<file path="src/design/eds_pkg.sv">
// ----------------------------------------------------------------------------
// eds_pkg
// Shared types and constants of the event deadline scheduler: request and
// response payloads, operation codes, interrupt status constants and the
// order in which a test visits the event slots.
// ----------------------------------------------------------------------------
package eds_pkg;

   typedef enum logic {
      OP_SCHEDULE = 1'b0,
      OP_TEST     = 1'b1
   } op_type;

   typedef struct packed {
      op_type             op;
      logic [31:0]        now_cycle;
      logic [4:0]         event_id;
      logic signed [31:0] event_delay;
      logic [31:0]        counter_start;
      logic signed [31:0] counter_delay;
      logic [31:0]        irq_control;
      logic [31:0]        irq_status;
      logic [31:0]        irq_mask;
      logic [31:0]        cpu_status;
   } req_type;

   typedef struct packed {
      logic [31:0] fired_mask;
      logic        counter_due;
      logic        take_interrupt;
      logic [31:0] next_check_cycle;
   } rsp_type;

   localparam logic [31:0] STATUS_IRQ_MASK   = 32'h0000_FE01;
   localparam logic [31:0] STATUS_IRQ_MIN    = 32'h0000_0401;
   localparam logic [31:0] NEXT_CHECK_RESET  = 32'd8;

   // Number of slots visited by a test, and the index of the last one.
   localparam int          WALK_LEN  = 10;
   localparam logic [3:0]  WALK_LAST = 4'(WALK_LEN - 1);

   // Slot visited at each step of a test.
   function automatic logic [4:0] walk_slot(input logic [3:0] idx);
      logic [4:0] slot;
      unique case (idx)
         4'd0:    slot = 5'd9;
         4'd1:    slot = 5'd10;
         4'd2:    slot = 5'd16;
         4'd3:    slot = 5'd19;
         4'd4:    slot = 5'd11;
         4'd5:    slot = 5'd12;
         4'd6:    slot = 5'd17;
         4'd7:    slot = 5'd18;
         4'd8:    slot = 5'd20;
         4'd9:    slot = 5'd21;
         default: slot = 5'd0;
      endcase
      return slot;
   endfunction

endpackage

</file>
<file path="src/design/eds_ram.sv">
// ----------------------------------------------------------------------------
// eds_ram
// Generic single-port-write, single-port-read RAM with a registered read.
// ----------------------------------------------------------------------------
module eds_ram #(
   parameter int WIDTH = 64,
   parameter int DEPTH = 32
) (
   input  logic                     clock,
   input  logic                     wr_en,
   input  logic [$clog2(DEPTH)-1:0] wr_addr,
   input  logic [WIDTH-1:0]         wr_data,
   input  logic [$clog2(DEPTH)-1:0] rd_addr,
   output logic [WIDTH-1:0]         rd_data
);

   logic [WIDTH-1:0] mem [DEPTH];

   always_ff @(posedge clock) begin
      if (wr_en) begin
         mem[wr_addr] <= wr_data;
      end
      rd_data <= mem[rd_addr];
   end

endmodule

</file>
<file path="src/design/event_deadline_scheduler.sv">
// ----------------------------------------------------------------------------
// event_deadline_scheduler
// Per-slot deadline scheduler for I/O processor events.
// ----------------------------------------------------------------------------
// The request channel (req_valid, req_ready, req_payload) carries schedule and
// test operations; the response channel (rsp_valid, rsp_ready, rsp_payload)
// returns exactly one result per request, in order.
// A schedule arms a slot, stores its start cycle and delay in the slot RAM and
// pulls the next-check cycle earlier when needed. A test checks the root
// counter and the interrupt condition, then walks ten slots through the
// single RAM read port, one slot a cycle, firing those whose deadline has
// passed. A schedule goes through S_SCHED and S_DONE, a test through S_INIT,
// S_WALK and S_DONE, before the result is registered; a new request is taken
// only once the block is back in S_IDLE. The ten-step walk over the RAM read
// port makes a test the longer operation.
// The response is registered, so a new request is accepted while a result
// still waits; the block only holds a finished item when the previous result
// has not yet been transferred.
// Reset clears all pending slots and sets the next-check cycle to 8. The slot
// RAM is not cleared: slot data is used only while its pending bit is set.
// ----------------------------------------------------------------------------
module event_deadline_scheduler #(
   parameter int EVENT_SLOTS = 32
) (
   input  logic            clock,
   input  logic            reset,
   input  logic            req_valid,
   output logic            req_ready,
   input  eds_pkg::req_type req_payload,
   output logic            rsp_valid,
   input  logic            rsp_ready,
   output eds_pkg::rsp_type rsp_payload
);

   localparam int ADDR_W = $clog2(EVENT_SLOTS);

   typedef enum logic [4:0] {
      S_IDLE  = 5'b00001,
      S_SCHED = 5'b00010,
      S_INIT  = 5'b00100,
      S_WALK  = 5'b01000,
      S_DONE  = 5'b10000
   } state_type;

   state_type               state_ff, state_in;
   eds_pkg::req_type        req_ff;
   logic [EVENT_SLOTS-1:0]  pending_ff, pending_in;
   logic [31:0]             next_check_ff, next_check_in;
   logic [31:0]             fired_ff, fired_in;
   logic                    cdue_ff, cdue_in;
   logic                    irq_ff, irq_in;
   logic [3:0]              walk_idx_ff, walk_idx_in;
   logic                    rsp_valid_ff, rsp_valid_in;
   eds_pkg::rsp_type        rsp_ff, rsp_in;

   logic                    ram_wr_en;
   logic [ADDR_W-1:0]       ram_wr_addr;
   logic [ADDR_W-1:0]       ram_rd_addr;
   logic [63:0]             ram_rd_data;

   logic                    req_xfer;
   logic                    id_in_range;
   logic [4:0]              cur_slot;
   logic [31:0]             slot_start;
   logic signed [31:0]      slot_delay;
   logic signed [31:0]      since_start;
   logic signed [31:0]      check_gap;
   logic signed [31:0]      sched_gap;
   logic signed [31:0]      counter_since;

   eds_ram #(
      .WIDTH(64),
      .DEPTH(EVENT_SLOTS)
   ) u_slot_ram (
      .clock   (clock),
      .wr_en   (ram_wr_en),
      .wr_addr (ram_wr_addr),
      .wr_data ({req_ff.now_cycle, req_ff.event_delay}),
      .rd_addr (ram_rd_addr),
      .rd_data (ram_rd_data)
   );

   assign req_ready   = (state_ff == S_IDLE);
   assign req_xfer    = req_valid && req_ready;
   assign rsp_valid   = rsp_valid_ff;
   assign rsp_payload = rsp_ff;

   assign id_in_range = ({1'b0, req_ff.event_id} < 6'(EVENT_SLOTS));
   assign ram_wr_en   = (state_ff == S_SCHED) && id_in_range;
   assign ram_wr_addr = ADDR_W'(req_ff.event_id);

   // The RAM read for a step is issued in the cycle before the step itself.
   assign cur_slot    = eds_pkg::walk_slot(walk_idx_ff);
   assign slot_start  = ram_rd_data[63:32];
   assign slot_delay  = $signed(ram_rd_data[31:0]);

   // Wrapping differences, read as signed values.
   assign since_start   = $signed(req_ff.now_cycle - slot_start);
   assign check_gap     = $signed(next_check_ff - slot_start);
   assign sched_gap     = $signed(next_check_ff - req_ff.now_cycle);
   assign counter_since = $signed(req_ff.now_cycle - req_ff.counter_start);

   always_comb begin
      state_in      = state_ff;
      pending_in    = pending_ff;
      next_check_in = next_check_ff;
      fired_in      = fired_ff;
      cdue_in       = cdue_ff;
      irq_in        = irq_ff;
      walk_idx_in   = walk_idx_ff;
      rsp_valid_in  = rsp_valid_ff;
      rsp_in        = rsp_ff;
      ram_rd_addr   = ADDR_W'(eds_pkg::walk_slot(walk_idx_ff + 4'd1));

      if (rsp_valid_ff && rsp_ready) begin
         rsp_valid_in = 1'b0;
      end

      unique case (state_ff)
         S_IDLE: begin
            if (req_xfer) begin
               fired_in    = '0;
               cdue_in     = 1'b0;
               irq_in      = 1'b0;
               walk_idx_in = '0;
               if (req_payload.op == eds_pkg::OP_TEST) begin
                  state_in = S_INIT;
               end else begin
                  state_in = S_SCHED;
               end
            end
         end
         S_SCHED: begin
            if (id_in_range) begin
               pending_in[ADDR_W'(req_ff.event_id)] = 1'b1;
               if (sched_gap > req_ff.event_delay) begin
                  next_check_in = req_ff.now_cycle + req_ff.event_delay;
               end
            end
            state_in = S_DONE;
         end
         S_INIT: begin
            ram_rd_addr   = ADDR_W'(eds_pkg::walk_slot('0));
            cdue_in       = (counter_since >= req_ff.counter_delay);
            next_check_in = req_ff.counter_start + req_ff.counter_delay;
            irq_in        = (req_ff.irq_control != '0)
                         && ((req_ff.irq_status & req_ff.irq_mask) != '0)
                         && ((req_ff.cpu_status & eds_pkg::STATUS_IRQ_MASK)
                             >= eds_pkg::STATUS_IRQ_MIN);
            state_in      = S_WALK;
         end
         S_WALK: begin
            if (pending_ff[ADDR_W'(cur_slot)]) begin
               if (since_start >= slot_delay) begin
                  fired_in[cur_slot]               = 1'b1;
                  pending_in[ADDR_W'(cur_slot)]    = 1'b0;
               end else if (check_gap > slot_delay) begin
                  next_check_in = slot_start + slot_delay;
               end
            end
            walk_idx_in = walk_idx_ff + 4'd1;
            if (walk_idx_ff == eds_pkg::WALK_LAST) begin
               state_in = S_DONE;
            end
         end
         S_DONE: begin
            // Wait only while the previous result has not been transferred.
            if (!rsp_valid_ff || rsp_ready) begin
               rsp_valid_in            = 1'b1;
               rsp_in.fired_mask       = fired_ff;
               rsp_in.counter_due      = cdue_ff;
               rsp_in.take_interrupt   = irq_ff;
               rsp_in.next_check_cycle = next_check_ff;
               state_in                = S_IDLE;
            end
         end
         default: begin
            state_in = S_IDLE;
         end
      endcase
   end

   always_ff @(posedge clock) begin
      if (reset) begin
         state_ff      <= S_IDLE;
         pending_ff    <= '0;
         next_check_ff <= eds_pkg::NEXT_CHECK_RESET;
         rsp_valid_ff  <= 1'b0;
         walk_idx_ff   <= '0;
      end else begin
         state_ff      <= state_in;
         pending_ff    <= pending_in;
         next_check_ff <= next_check_in;
         rsp_valid_ff  <= rsp_valid_in;
         walk_idx_ff   <= walk_idx_in;
      end
   end

   always_ff @(posedge clock) begin
      if (req_xfer) begin
         req_ff <= req_payload;
      end
      fired_ff <= fired_in;
      cdue_ff  <= cdue_in;
      irq_ff   <= irq_in;
      rsp_ff   <= rsp_in;
   end

endmodule
</file>
<file path="config.mk">
export PLATFORM = sky130hd
export DESIGN_NAME = event_deadline_scheduler
export DESIGN_NICKNAME = d
export VERILOG_FILES = /design/src/design/eds_pkg.sv /design/src/design/eds_ram.sv /design/src/design/event_deadline_scheduler.sv
export SDC_FILE = /design/constraint.sdc
export NUM_CORES = 2
export LEC_CHECK = 0
export ABC_CLOCK_PERIOD_IN_PS = 8450
export BUFFER_PORTS_ARGS = -buffer_cell sky130_fd_sc_hd__buf_2
export CORE_MARGIN = 8
export CORE_UTILIZATION = 45
export DETAILED_ROUTE_END_ITERATION = 10
export GPL_ROUTABILITY_DRIVEN = 0
export PLACE_DENSITY = 0.62
export SYNTH_ARGS = -nofsm -noshare
export SYNTH_HDL_FRONTEND = slang
export SYNTH_SLANG_ARGS = --single-unit
</file>
<file path="constraint.sdc">
create_clock -name clock -period 8.45 [get_ports clock]
set_input_delay 1.69 -clock clock [delete_from_list [all_inputs] [get_ports clock]]
set_output_delay 1.69 -clock clock [all_outputs]
set_load 0.005 [all_outputs]
</file>
Word-level counts from Yosys, hierarchy flattened
Memories as Yosys holds them, arrays and structs flattened. A register that Yosys moved wholly into a read port is not among the register bits.
Index checks and enable logic that the tools add are counted.
Storage, ports and cells
  register bits: 419
  bits in writable memories: 2048
  ROM bits: 160
  input port bits: 266
  output and inout bits: 68
  logic and storage cells: 117
  memories: 3
Memories
  u_slot_ram.mem: depth 32, width 64, read ports 1, clocked after Yosys merged registers in 1, wr ports 1, line eds_ram.sv:17  | logic [WIDTH-1:0] mem [DEPTH];
  (no name shown): depth 16, width 5, read ports 1, clocked after Yosys merged registers in 0, wr ports 0, line eds_pkg.sv:45  | unique case (idx)
  (no name shown): depth 16, width 5, read ports 1, clocked after Yosys merged registers in 1, wr ports 0, line eds_pkg.sv:45
Cells by class
  add/sub/neg operators: 8
  order comparisons: 9
  equal/unequal tests: 14
  multiplexer cells: 36
  bitwise gates (word level): 5
  reduce and logical (&&, ||, !) cells: 21
Operator list (count)
  $mux W32: 9
  $pmux W32 S2: 2
  $sub A32 B32 Y32: 4
  $add A32 B32 Y32: 3
  $pmux W32 S3: 1
  $and A32 B32 Y32: 2
  $ge A32 B32 Y1: 2
  $gt A32 B32 Y1: 2
  $or A32 B32 Y32: 2
  $reduce_bool A32 Y1: 2
  $not A32 Y32: 1
  $pmux W5 S5: 1
  $mux W5: 4
  $ge A16 B11 Y1 const B: 1
  $lt A5 B6 Y1 const B: 2
  $mux W4: 3
  $ne A2 B2 Y1 const B: 6
  $demux W1 S5: 2
  $ge A5 B1 Y1 const B: 2
  $mux W1: 9
  $pmux W4 S2: 1
  $logic_and A1 B1 Y1: 6
  $reduce_and A2 Y1: 3
  $reduce_and A3 Y1: 2
  other kinds (17): 21

Logic depth before layout (Yosys ltp)
  word-level depth: 9
  depth in mapped cells: 27
  depth with buffers taken out: 25

Hierarchy
From an unflattened synthesis, not the netlist that was laid out.
Unflattened totals
  cells, all modules: 5972
  area total of the unflattened synthesis: 107521.9 um2
By module, submodules not included
  eds_ram: times used 1, cells an instance 3097, area each 78963.2 um2, sequential area each 62780.2 um2
  event_deadline_scheduler: times used 1, cells an instance 2875, area each 28558.6 um2, sequential area each 11701.2 um2

Worst setup path after synthesis
Ideal clock, no wire load.
  kind: input to register
  start point: input req_valid
  end point: register, netlist name cur_slot[0]
  arrival time: 7333 ps
  data required time: 8355 ps
  slack: 1022 ps
  stages on the path: 9
  path buffers: 0
  path through: nand2_1 -> inv_1 -> nor3_1 -> a21oi_1 -> nor2_1 -> inv_1 -> ha_1 -> nand2_1 -> a221oi_1
Between the ends
  word-level cells in the longest chain between the ends: 5
Ends and longest elaborated chain
  start: declaration: line event_deadline_scheduler.sv:27  | input logic req_valid,
  $logic_and A1 B1 Y1: line event_deadline_scheduler.sv:84  | assign req_xfer = req_valid && req_ready;
  via req_xfer: line event_deadline_scheduler.sv:61  | logic req_xfer;
  $ne A2 B1 Y1 (no source line)
  $reduce_and A2 Y1 (no source line)
  $mux W4 (no source line) (2 in a row)
The timed path passes the listed nets, and every way through them passes these cells.
A chain may end at the register's enable or synchronous reset.

Final worst setup path
  start point: register req_ff[229] (netlist bit)
  end point: register next_check_ff[0]
Between the ends
  word-level cells in the longest chain between the ends: 4
  elaborated cells on any way between the ends: 10
Ends and longest elaborated chain
  start: declaration: line event_deadline_scheduler.sv:46  | eds_pkg::req_type req_ff;
  start signal: assignment: line event_deadline_scheduler.sv:201  | req_ff <= req_payload;
  $sub A32 B32 Y32, on equally long branches: line event_deadline_scheduler.sv:98, event_deadline_scheduler.sv:100
  $ge A32 B32 Y1 or $gt A32 B32 Y1 (tied branches): line event_deadline_scheduler.sv:154, event_deadline_scheduler.sv:136
  $ne A2 B2 Y1 (no source line) or $ne A2 B1 Y1 (tied branches)
  $reduce_and A5 Y1 (no source line)
  end signal: assignment: line event_deadline_scheduler.sv:187  | next_check_ff <= eds_pkg::NEXT_CHECK_RESET;
  end signal: assignment: line event_deadline_scheduler.sv:193  | next_check_ff <= next_check_in;
  end: declaration: line event_deadline_scheduler.sv:48  | logic [31:0] next_check_ff, next_check_in;
Several ways; a longest one is shown, not always the timed one. The select of a mux whose other input is x is not followed.

==> impl_results.md <==
- Io pins: 334
- Commonest non-fill, non-tap cell in the layout: edfxtp_1
- YS warnings: 0
- Share of the synthesized area in the top cell type: 0.598
- Final core occ: 0.514
- Avg Inst Size Synth: about 12 um^2
- Setup Viol. Count Final: 0
- Max Cap Viol: 0
- #FFs+latches synth: 1632
- Placement Cell Area: about 80000 um^2
- Clock transition at the registers of the reported paths: 0.06 ns
- Die Wd: 424 um
- Final #Nets: 7296
- Top_reg_cell synth: edfxtp_1
- Clk buf depth: 3
- CTS tree: done
- Htree depth: 4
- Clk root buf: clkbuf_16
- Slowest cell on the critical path: edfxtp_1
- CP max FO: 47
- Hold Path Class: reg -> reg
- Seq/Total Area, Yosys: 0.636
- Post-CTS Setup Bufs: 0
- Post-DP HPWL: 139000 um
- Total CTS buffers: 169
- Proportion of synthesized flip-flops having asynchronous set or reset: 0
- WL final: 219000 um
- WL/cell: ~24 um
- Initial DRC Count: roughly 5800
- Post-synth EDFFs: 1489
- Final slew viol count: 0
- Setup tns final: 0 ns
- Min cycle time layout: 7.13 ns
- Total Power: 26.2 mW
- Post-DRT Antenna Nets: 0
- Vias in the first global route: a little under 50000
- Die ar.: 179000 um^2
- Slew margin rel.: 0.214
- Syn_nets: approximately 7000
- Critical path type: reg -> reg
- CP Capture Type: register
- Buf/Inv on CP: 3
- Power density cells: about 300 nW/um^2
- DRC Markers: 0
- Port Buffers: approximately 310
- Initial antenna violation count: 15
- Vias per cell: 5.81
- Fin crit share: 0.844
- Global Route Usage Sum: 0.233
- Most frequent cells in the layout: 1489 x edfxtp_1, 1318 x nand2_1, 382 x a21oi_1
- Total grt overflow: 0
- Status: finished, final reports clean
- Pin count of the biggest net entering global routing: 169
- Share of cells above drive strength 1: 0.111
- Area Overhead vs Synth: 13.4%
- Detailed Routing Iterations Pass 1: 6
- Cell variety after synth: 85
- Resize count post-CTS: 0
- First-pass GRT wire length: 318000 um
- Max VDD drop: 0.216 mV
- Leakage power: 31.9 nW
- CTS Hold Bufs: 0
- Most used cell, CP: a311oi_1
- CTS sink cnt: between 1500 and 2000
- Starting Density: 0.453
- Startpoint types: register
- Hold Fails Final Rpt: 0
- Vias post-DR: roughly 52000
- Synthesized instance count: 6367
- Max Clock Skew: 0.0470 ns
- Largest cells by area after synthesis: edfxtp_1 60%, nand2_1 6.6%, ha_1 5.8%, dfxtp_1 3.8%, a21oi_1 2.6%
- Design area: ~85000 um^2
- Mapped Area: 74800 um^2
- Core Region: approximately 160000 um^2
- Clk Latency, worst-skew pair: 0.82 ns
- Worst slew pin tran: 1.18 ns
- Family with the most delay on the worst path: compound AO/OA/AOI/OAI gates
- Fill count: between 10000 and 15000
- Crit-path max cell delay: between 0.7 and 0.8 ns
- FP Rows: 149
- RSZ-0062 raised after global routing: no
- Peak Freq: 140 MHz
- Area leader, netlist: edfxtp_1
- Critical Path RT: 9.14 ns
- Critical Path AT: 7.82 ns
- DIE HEIGHT: 424 um
==> worst register-to-register path, cell delays in order, from the launching register on <==
cell and delay, ns:
edfxtp_1 0.76, ha_1 0.28, inv_1 0.05, fa_1 0.41, a21o_1 0.21, a311oi_1 0.44
a211oi_1 0.18, o211ai_1 0.33, o31ai_1 0.17, o221a_2 0.29, or3_1 0.33, a21o_1 0.17
a21oi_1 0.16, xnor2_1 0.08, ha_1 0.31, nand4_1 0.17, nor4_1 0.29, inv_1 0.11
a311oi_1 0.39, o21ai_0 0.15, a21oi_1 0.30, o21ai_1 0.16, nor2b_4 0.39, buf_4 0.50
nor2_1 0.12, a311oi_1 0.27
==> state kept, by name, summed over array words and instances (netlist names) <==
signal	cells
rsp_payload	66
pending_ff	32
u_slot_ram.rd_data	64
cur_slot	5
ram_wr_addr	5
next_check_ff	32
cdue_ff	1
rsp_valid	1
walk_idx_ff	4
irq_ff	1
state_ff	5
req_ff	232
u_slot_ram.mem	1152
fired_ff	32
==> kinds of logic (layout without fill, tap and decap cells) <==
kind of cell | after synthesis | in the layout | synth area share
and+or+nand+nor | 2245 | 2245 | 0.132
DFF | 1632 | 1632 | 0.636
AOI/OAI and AO/OA | 1355 | 1355 | 0.117
buffers and inverters | 567 | 1018 | 0.0286
adders and majority gates | 356 | 356 | 0.0603
xor gates and xnor gates | 191 | 191 | 0.0224
muxes | 21 | 21 | 0.00373
other | 0 | 3 | 0
==> cell usage after synthesis (20+ instances only) <==
cell,n
a221oi_1,20
ha_1,349
a21o_1,90
o22ai_1,152
a311oi_1,78
nor4_1,24
a31oi_1,212
o21ai_0,156
o21a_1,31
buf_1,28
nand2_1,1319
nor2_1,208
nand2b_1,42
xnor2_1,127
inv_1,271
nand3_1,308
dfxtp_1,143
nor2b_1,27
o211ai_1,25
edfxtp_1,1489
o21bai_1,32
a211oi_1,45
xor2_1,64
and3_1,146
clkbuf_1,258
nor3_1,43
nand4_1,44
a21oi_1,383
==> final timing paths <==
| path | from | end | slack (ns) | cells past startpoint |
|---|---|---|---|---|
| setup / recovery | req_ff[229] | next_check_ff[0] | 1.32 | 25 |
| hold / removal | cdue_ff | rsp_payload[33] | 0.42 | 0 |
| setup reg to reg | req_ff[229] | next_check_ff[0] | 1.32 | 25 |
| hold reg to reg | cdue_ff | rsp_payload[33] | 0.42 | 0 |
==> per-layer routing <==
layer	global-route usage	share of wire
met1	0.308	0.41
met2	0.389	0.48
met3	0.0355	0.070
met4	0.0943	0.043
met5	0	0.000078
==> report_power, final <==
group	internal, mW	switching [mW]	total, mW
Combinational	3.06	5.21	8.27
Clock	4.28	3.18	7.47
Sequential	9.86	0.593	10.5
==> through the flow <==
step	cells	setup slack, ns	hold slack [ns]
floorplan	6367	1.02	0.400
finish	9010	1.32	0.415
global route	9008	0.787	0.425
CTS	9007	1.48	0.421
detailed placement	8692	1.50	0.411
global placement	8692	1.60	0.408
==> final cells by class <==
type                            instances  area (um^2)  share of cell area
Clock buffer                          233         4650              0.0549
Sequential cell                      1632        47600               0.561
Timing Repair Buffer                  432         2610              0.0308
Clock inverter                         82          945              0.0111
Antenna cell                            3         7.51           0.0000886
Inverter                              271         1060              0.0125
Tap cell                             2189         2740              0.0323
Multi-Input combinational cell       4168        25200               0.297
Power figures use the tool's default switching activity.
